### src/vpt_pkg.sv
`timescale 1ns / 1ps
`default_nettype none

package vpt_pkg;

    localparam int CYCLES_PER_PERCENT = 16;

    // Largest run count magnitude is 103 percent worth of ticks.
    localparam int RUN_MAX = 103 * CYCLES_PER_PERCENT;
    localparam int RUN_W   = $clog2(RUN_MAX + 1) + 1;
    localparam int PHASE_W = (CYCLES_PER_PERCENT > 1) ? $clog2(CYCLES_PER_PERCENT) : 1;

    localparam int POS_W    = 7;
    localparam int TARGET_W = 7;
    localparam int REM_W    = 12;
    localparam int DIFF_W   = 9;

    localparam logic OP_TICK = 1'b0;
    localparam logic OP_SET  = 1'b1;

    localparam logic [POS_W-1:0] POS_FULL   = POS_W'(100);
    localparam logic [POS_W-1:0] POS_CLOSED = POS_W'(0);

    localparam logic signed [DIFF_W-1:0] TARGET_OVER_OPEN  = DIFF_W'(103);
    localparam logic signed [DIFF_W-1:0] TARGET_OVER_CLOSE = -DIFF_W'(3);
    localparam logic signed [DIFF_W-1:0] DIFF_LIMIT_HI     = DIFF_W'(103);
    localparam logic signed [DIFF_W-1:0] DIFF_LIMIT_LO     = -DIFF_W'(103);

    localparam logic signed [31:0] REM_HI = 32'sd2047;
    localparam logic signed [31:0] REM_LO = -32'sd2048;

    typedef struct packed {
        logic                    op;
        logic [TARGET_W-1:0]     target;
    } request_t;

    typedef struct packed {
        logic                    open_drive;
        logic                    close_drive;
        logic [POS_W-1:0]        position;
        logic signed [REM_W-1:0] remaining;
    } result_t;

endpackage

`default_nettype wire

### src/vpt_in_stage.sv
`timescale 1ns / 1ps
`default_nettype none

module vpt_in_stage (
    input  wire logic              clk,
    input  wire logic              rst_n,
    input  wire logic              in_valid,
    output logic                   in_stall,
    input  wire vpt_pkg::request_t in_req,
    input  wire logic              advance,
    output logic                   req_valid,
    output vpt_pkg::request_t      req
);

    logic              valid_reg;
    logic              valid_next;
    vpt_pkg::request_t req_reg;

    // The held request leaves when the output side can take its result.
    assign in_stall   = valid_reg && !advance;
    assign valid_next = in_stall ? valid_reg : in_valid;

    always_ff @(posedge clk or negedge rst_n)
    begin
        if (!rst_n)
        begin
            valid_reg <= 1'b0;
        end
        else
        begin
            valid_reg <= valid_next;
        end
    end

    always_ff @(posedge clk)
    begin
        if (!in_stall && in_valid)
        begin
            req_reg <= in_req;
        end
    end

    assign req_valid = valid_reg;
    assign req       = req_reg;

endmodule

`default_nettype wire

### src/vpt_core.sv
`timescale 1ns / 1ps
`default_nettype none

module vpt_core (
    input  wire logic              clk,
    input  wire logic              rst_n,
    input  wire logic              fire,
    input  wire vpt_pkg::request_t req,
    output vpt_pkg::result_t       result
);

    logic signed [vpt_pkg::RUN_W-1:0]  run_reg;
    logic signed [vpt_pkg::RUN_W-1:0]  run_next;
    logic [vpt_pkg::PHASE_W-1:0]       phase_reg;
    logic [vpt_pkg::PHASE_W-1:0]       phase_next;
    logic [vpt_pkg::POS_W-1:0]         pos_reg;
    logic [vpt_pkg::POS_W-1:0]         pos_next;
    logic                              open_reg;
    logic                              open_next;
    logic                              close_reg;
    logic                              close_next;

    logic signed [vpt_pkg::DIFF_W-1:0] goal;
    logic signed [vpt_pkg::DIFF_W-1:0] diff;
    logic signed [vpt_pkg::DIFF_W-1:0] diff_clamped;
    logic signed [vpt_pkg::RUN_W-1:0]  diff_ext;
    logic                              on_boundary;
    logic [vpt_pkg::PHASE_W-1:0]       phase_step;
    logic signed [31:0]                run_wide;

    // The phase tracks the run count magnitude modulo the ticks per percent.
    assign on_boundary = (phase_reg == '0);
    assign phase_step  = on_boundary ? vpt_pkg::PHASE_W'(vpt_pkg::CYCLES_PER_PERCENT - 1)
                                     : phase_reg - vpt_pkg::PHASE_W'(1);

    always_comb
    begin
        goal = vpt_pkg::DIFF_W'({2'b00, req.target});
        if (req.target == vpt_pkg::POS_FULL && pos_reg < vpt_pkg::POS_FULL)
        begin
            goal = vpt_pkg::TARGET_OVER_OPEN;
        end
        else if (req.target == vpt_pkg::POS_CLOSED && pos_reg > vpt_pkg::POS_CLOSED)
        begin
            goal = vpt_pkg::TARGET_OVER_CLOSE;
        end
        diff = goal - vpt_pkg::DIFF_W'({2'b00, pos_reg});
        if (diff > vpt_pkg::DIFF_LIMIT_HI)
        begin
            diff_clamped = vpt_pkg::DIFF_LIMIT_HI;
        end
        else if (diff < vpt_pkg::DIFF_LIMIT_LO)
        begin
            diff_clamped = vpt_pkg::DIFF_LIMIT_LO;
        end
        else
        begin
            diff_clamped = diff;
        end
    end

    assign diff_ext = vpt_pkg::RUN_W'(diff_clamped);

    always_comb
    begin
        run_next   = run_reg;
        phase_next = phase_reg;
        pos_next   = pos_reg;
        open_next  = open_reg;
        close_next = close_reg;
        case (req.op)
            vpt_pkg::OP_SET:
            begin
                run_next   = vpt_pkg::RUN_W'(diff_ext
                             * $signed(vpt_pkg::RUN_W'(vpt_pkg::CYCLES_PER_PERCENT)));
                phase_next = '0;
            end
            vpt_pkg::OP_TICK:
            begin
                if (run_reg > 0)
                begin
                    open_next  = 1'b1;
                    close_next = 1'b0;
                    if (on_boundary && pos_reg < vpt_pkg::POS_FULL)
                    begin
                        pos_next = pos_reg + vpt_pkg::POS_W'(1);
                    end
                    run_next   = run_reg - vpt_pkg::RUN_W'(1);
                    phase_next = phase_step;
                end
                else if (run_reg < 0)
                begin
                    open_next  = 1'b0;
                    close_next = 1'b1;
                    if (on_boundary && pos_reg > vpt_pkg::POS_CLOSED)
                    begin
                        pos_next = pos_reg - vpt_pkg::POS_W'(1);
                    end
                    run_next   = run_reg + vpt_pkg::RUN_W'(1);
                    phase_next = phase_step;
                end
                else
                begin
                    open_next  = 1'b0;
                    close_next = 1'b0;
                end
            end
            default:
            begin
                run_next = run_reg;
            end
        endcase
    end

    always_ff @(posedge clk or negedge rst_n)
    begin
        if (!rst_n)
        begin
            run_reg   <= '0;
            phase_reg <= '0;
            pos_reg   <= '0;
            open_reg  <= 1'b0;
            close_reg <= 1'b0;
        end
        else if (fire)
        begin
            run_reg   <= run_next;
            phase_reg <= phase_next;
            pos_reg   <= pos_next;
            open_reg  <= open_next;
            close_reg <= close_next;
        end
    end

    assign run_wide = 32'(run_next);

    always_comb
    begin
        result.open_drive  = open_next;
        result.close_drive = close_next;
        result.position    = pos_next;
        if (run_wide > vpt_pkg::REM_HI)
        begin
            result.remaining = vpt_pkg::REM_HI[vpt_pkg::REM_W-1:0];
        end
        else if (run_wide < vpt_pkg::REM_LO)
        begin
            result.remaining = vpt_pkg::REM_LO[vpt_pkg::REM_W-1:0];
        end
        else
        begin
            result.remaining = run_wide[vpt_pkg::REM_W-1:0];
        end
    end

endmodule

`default_nettype wire

### src/vpt_out_stage.sv
`timescale 1ns / 1ps
`default_nettype none

module vpt_out_stage (
    input  wire logic             clk,
    input  wire logic             rst_n,
    input  wire logic             req_valid,
    input  wire vpt_pkg::result_t result,
    output logic                  advance,
    output logic                  out_valid,
    input  wire logic             out_stall,
    output vpt_pkg::result_t      out_result
);

    logic             valid_reg;
    logic             valid_next;
    logic             room;
    vpt_pkg::result_t result_reg;

    assign room       = !valid_reg || !out_stall;
    assign advance    = room;
    assign valid_next = room ? req_valid : valid_reg;

    always_ff @(posedge clk or negedge rst_n)
    begin
        if (!rst_n)
        begin
            valid_reg <= 1'b0;
        end
        else
        begin
            valid_reg <= valid_next;
        end
    end

    always_ff @(posedge clk)
    begin
        if (room && req_valid)
        begin
            result_reg <= result;
        end
    end

    assign out_valid  = valid_reg;
    assign out_result = result_reg;

endmodule

`default_nettype wire

### src/valve_position_timer.sv
// Valve position timer.
// The input channel takes one request per cycle while in_stall is low: op
// selects a tick or a new target opening in percent. Every request yields
// exactly one result on the output channel with the drive lines, the
// estimated position and the signed number of drive ticks still to run.
// A request accepted at a clock edge is held in the input register, worked
// out by the core and captured in the result register when it has room.
// Throughput is one request per cycle while the output is not stalled, set
// by the single pass through the state update between the two registers.
// When the receiver stalls, the result register holds its value, and the
// input register holds one more request; in_stall rises only while both are
// full and the output is stalled.
// Reset clears the run count, the position estimate and both drive lines,
// and empties both registers.
`timescale 1ns / 1ps
`default_nettype none

module valve_position_timer (
    input  wire logic                            clk,
    input  wire logic                            rst_n,
    input  wire logic                            in_valid,
    output logic                                 in_stall,
    input  wire logic                            op,
    input  wire logic [vpt_pkg::TARGET_W-1:0]    target,
    output logic                                 out_valid,
    input  wire logic                            out_stall,
    output logic                                 open_drive,
    output logic                                 close_drive,
    output logic [vpt_pkg::POS_W-1:0]            position,
    output logic signed [vpt_pkg::REM_W-1:0]     remaining
);

    vpt_pkg::request_t in_req;
    vpt_pkg::request_t req;
    vpt_pkg::result_t  result;
    vpt_pkg::result_t  out_result;
    logic              req_valid;
    logic              advance;

    assign in_req.op     = op;
    assign in_req.target = target;

    vpt_in_stage u_in_stage (
        .clk       (clk),
        .rst_n     (rst_n),
        .in_valid  (in_valid),
        .in_stall  (in_stall),
        .in_req    (in_req),
        .advance   (advance),
        .req_valid (req_valid),
        .req       (req)
    );

    vpt_core u_core (
        .clk    (clk),
        .rst_n  (rst_n),
        .fire   (req_valid && advance),
        .req    (req),
        .result (result)
    );

    vpt_out_stage u_out_stage (
        .clk        (clk),
        .rst_n      (rst_n),
        .req_valid  (req_valid),
        .result     (result),
        .advance    (advance),
        .out_valid  (out_valid),
        .out_stall  (out_stall),
        .out_result (out_result)
    );

    assign open_drive  = out_result.open_drive;
    assign close_drive = out_result.close_drive;
    assign position    = out_result.position;
    assign remaining   = out_result.remaining;

endmodule

`default_nettype wire

### config.mk
export PLATFORM = sky130hd
export DESIGN_NAME = valve_position_timer
export DESIGN_NICKNAME = d
export VERILOG_FILES = /design/src/vpt_pkg.sv /design/src/vpt_in_stage.sv /design/src/vpt_core.sv /design/src/vpt_out_stage.sv /design/src/valve_position_timer.sv
export SDC_FILE = /design/constraint.sdc
export NUM_CORES = 1
export LEC_CHECK = 0
export ABC_AREA = 0
export BUFFER_PORTS_ARGS = -buffer_cell sky130_fd_sc_hd__buf_2
export CORE_MARGIN = 2
export CORE_UTILIZATION = 59
export CTS_CLUSTER_DIAMETER = 200
export DETAILED_ROUTE_END_ITERATION = 10
export PLACE_DENSITY = 0.89
export SYNTH_ARGS = -nofsm -noshare
export SYNTH_HDL_FRONTEND = slang
export SYNTH_SLANG_ARGS = --single-unit
### constraint.sdc
create_clock -name clk -period 6.2 [get_ports clk]
set_clock_uncertainty 0.1 [all_clocks]
set_input_delay 0.62 -clock clk [delete_from_list [all_inputs] [get_ports clk]]
set_output_delay 0.62 -clock clk [all_outputs]
set_load 0.1 [all_outputs]
==> results by group <==
Clocking
  • Clock buffer depth: 2
  • Clock net sink count: 56
  • Setup repair bufs after CTS: 0
  • Worst-Skew Late Latency: 0.31 ns
  • Cts hold-fix bufs: 0
  • Root buf cell: clkbuf_8
  • Post-CTS Resized: 0
  • CTS Buf Count: 5
  • CTS tree: yes
  • Htree depth: 2
  • CTS clock-pin slew for the worst setup and hold paths: 0.09 ns

Synth
  • Synth warnings: 0
  • Library cells used by synthesis: 67
  • Synth Register Bits: 56
  • Post-Synth XOR/XNOR Area: 0.0608
  • Syn Area/Cell: 9.88 sq um
  • Synth Area in Simple Gates: 0.180
  • Mux cell area share after synthesis: 0.0289
  • Post-synthesis cell area: 3460 sq um
  • Part of the Yosys area used for sequential elements: 0.447
  • Synth Flop Type: edfxtp_1
  • Post-Synthesis Cells: 350
  • Post-synthesis compound-gate area fraction: 0.176
  • Largest family of logic cells by synthesized area: simple AND/OR/NAND/NOR gates
  • Syn Nets: 377
  • Number of enable flip-flop cells after synthesis: 29
  • Asr flop ratio synth: 0.482
  • Adder-Cell Fraction of Synth Area: 0.0564

Critical path
  • CP required: 6.11 ns
  • Buf+Inv Stages, Crit Path: 1
  • Critical path type: reg -> reg
  • Worst-path maximum fanout: 12
  • CP max stage cell: a2111oi_2
  • End of the critical path: u_out_stage.out_result[9]$_SDFFCE_PN1P_
  • Worst path top cell family by delay: compound AO/OA/AOI/OAI gates
  • R2R Setup Slk: 0.78 ns
  • CP Depth: 14
  • Max incr delay on CP: 1.03 ns
  • Critical path cell sequence: inv_1 > ha_1 > or3b_2 > nor3_1 > a21o_1 > nand2b_1 > ha_1 > a211oi_1 > nor2_1 > or3_1 > a32oi_1 > a211oi_1 > a2111oi_2 > o22ai_1
  • Startpoint Class: register
  • Worst Reg-to-Reg Cells: 14
  • Critical R2R Capture: u_out_stage.out_result[9]$_SDFFCE_PN1P_
  • Crit. Startpoint: u_core.pos_reg[1]$_DFFE_PN0P_
  • Worst EP arrival: 5.33 ns
  • Worst setup EP type: register
  • Reg-to-Reg Start: u_core.pos_reg[1]$_DFFE_PN0P_

Layout
  • Leading cell type in the layout, fill and taps excluded: buf_2
  • Layout area overhead: 7.52%
  • Finished Layout Cells: 450
  • Diode count: 0
  • Max FFs per register: 21
  • Share of cells above drive strength 1: 0.148
  • FILL cells: 457
  • Nets: 404
  • Most frequent cells in the layout: buf_2, nand2_1, edfxtp_1, nor2_1, dfrtp_1

Min path
  • Hold crit path type: in -> async

Routing
  • Vias/cell: 6.22
  • WL final: 7370 microns
  • Initial DRC Count: 315
  • Via count: 2,797
  • Residual DRC: 0
  • Initial DRT Pass Iterations: 5
  • Detail Route Antenna Nets: 0
  • Routed len/inst: 16.4 microns

Timing
  • Fin Hold WS: 0.229 ns
  • Max_slew headroom: 0.233
  • Fin. max-slew vios: 0
  • RSZ-0062 raised after global routing: false
  • Setup TNS: 0 ns
  • Final Worst Setup Slack: 0.782 ns
  • Crit share post-route: 0.874
  • Final setup violation count: 0
  • Max Fclk: 0.185 GHz
  • Final Hold Vio Count: 0
  • Min Tclk post-route: 5.42 ns
  • Slew @ Worst Pin: 1.15 ns

Placed design
  • Number of port buffers: 34
  • Post-DP HPWL: 5040 microns
  • Placer Congestion: 0.959
  • Post-Place Setup Slack: 1.02 ns
  • Dpl cells: 442

GRT
  • First-pass GRT wire length: 12,100 microns
  • Vias in the first global route: 2,574
  • Largest net degree at the start of global routing: 48
  • Global Route Usage Sum: 0.244
  • GR Overflow Total: 0
  • Initial antenna violation count: 0

Floorplan
  • Core area: 5570 sq um
  • Initial Util: 0.621
  • Row Count: 27
  • Die area: 6490 sq um
  • Die X: 80.6 microns
  • IO Pins: 35
  • Chip height: 80.6 microns

Pwr
  • Leakage: 1.52 nW
  • Total power: 0.00183 W
  • Worst VDD drop: 283 uV
  • Power Dens Cells: 491 nW/um^2

Run
  • Max-Cap Viols: 0

Status
  • Status: finished, final reports clean
-- routing by layer --
metal  vias up  part of all wire  track usage  wire, microns
li1       1338                 -            -              -
met1      1288              0.42        0.323           3070
met2       147              0.48        0.399           3570
met3        24             0.074       0.0449            544
met4         0             0.024       0.0949            175
met5         -                 0            0              0
-- final cells by class --
| class | instances | area (sq um) | share of cell area |
|---|---|---|---|
| well taps | 72 | 90.1 | 0.0242 |
| repair buffers | 35 | 178 | 0.0478 |
| multi-input cells | 255 | 1740 | 0.467 |
| clock buffers | 7 | 76.3 | 0.0205 |
| flip-flops and latches | 56 | 1550 | 0.416 |
| inverters | 24 | 90.1 | 0.0242 |
| clock inverters | 1 | 3.75 | 0.00101 |
-- per-stage QoR --
stage / util / instance area (sq um)
6_report: 0.667 / 3720
2_1_floorplan: - / 3460
4_1_cts: 0.667 / 3720
5_1_grt: 0.667 / 3720
3_3_place_gp: 0.653 / 3640
3_5_place_dp: 0.653 / 3640
-- power by group --
part / total (W) / internal, W / switching (W)
clock network: 0.000193 / 0.0000791 / 0.000114
logic: 0.000993 / 0.000315 / 0.000678
registers: 0.000640 / 0.000522 / 0.000118
-- cell usage after synthesis, types with 8 or more instances --
| cell type | number | area (sq um) |
|---|---|---|
| nand2_1 | 31 | 116 |
| edfxtp_1 | 29 | 871 |
| dfrtp_1 | 27 | 676 |
| nor2_1 | 27 | 101 |
| inv_1 | 22 | 82.6 |
| xnor2_1 | 18 | 158 |
| o21ai_0 | 15 | 75.1 |
| ha_1 | 14 | 175 |
| a21oi_1 | 13 | 65.1 |
| nand3_1 | 12 | 60.1 |
| nand2b_1 | 10 | 62.6 |
| nor3_1 | 9 | 45.0 |
| clkbuf_1 | 8 | 30.0 |
-- kinds of logic (layout without fill, tap and decap cells) --
family,count (synthesis),in the layout
flip-flops,56,56
buffers and inverters,39,67
XOR/XNOR,24,24
adder cells (fa/ha/maj),15,15
AND/OR/NAND/NOR,123,123
AO/OA/AOI/OAI,84,84
multiplexers,9,9
-- how the worst min path moves through the flow --
| stage | start | to | slack (ns) | depth (start not counted) |
|---|---|---|---|---|
| 6_report | rst_n | u_core.close_reg$_DFFE_PN0P_ | 0.23 | 1 |
| 5_1_grt | rst_n | u_core.phase_reg[3]$_DFFE_PN0P_ | 0.27 | 1 |
| 4_1_cts | rst_n | u_core.close_reg$_DFFE_PN0P_ | 0.25 | 1 |
| 3_5_place_dp | u_in_stage.req_valid$_DFFE_PN0N_ | u_out_stage.out_valid$_DFFE_PN0N_ | 0.38 | 1 |
| 3_3_place_gp | u_in_stage.req_valid$_DFFE_PN0N_ | u_out_stage.out_valid$_DFFE_PN0N_ | 0.37 | 1 |
| 2_1_floorplan | rst_n | u_core.close_reg$_DFFE_PN0P_ | 0.22 | 0 |
Power figures use the tool's default switching activity.
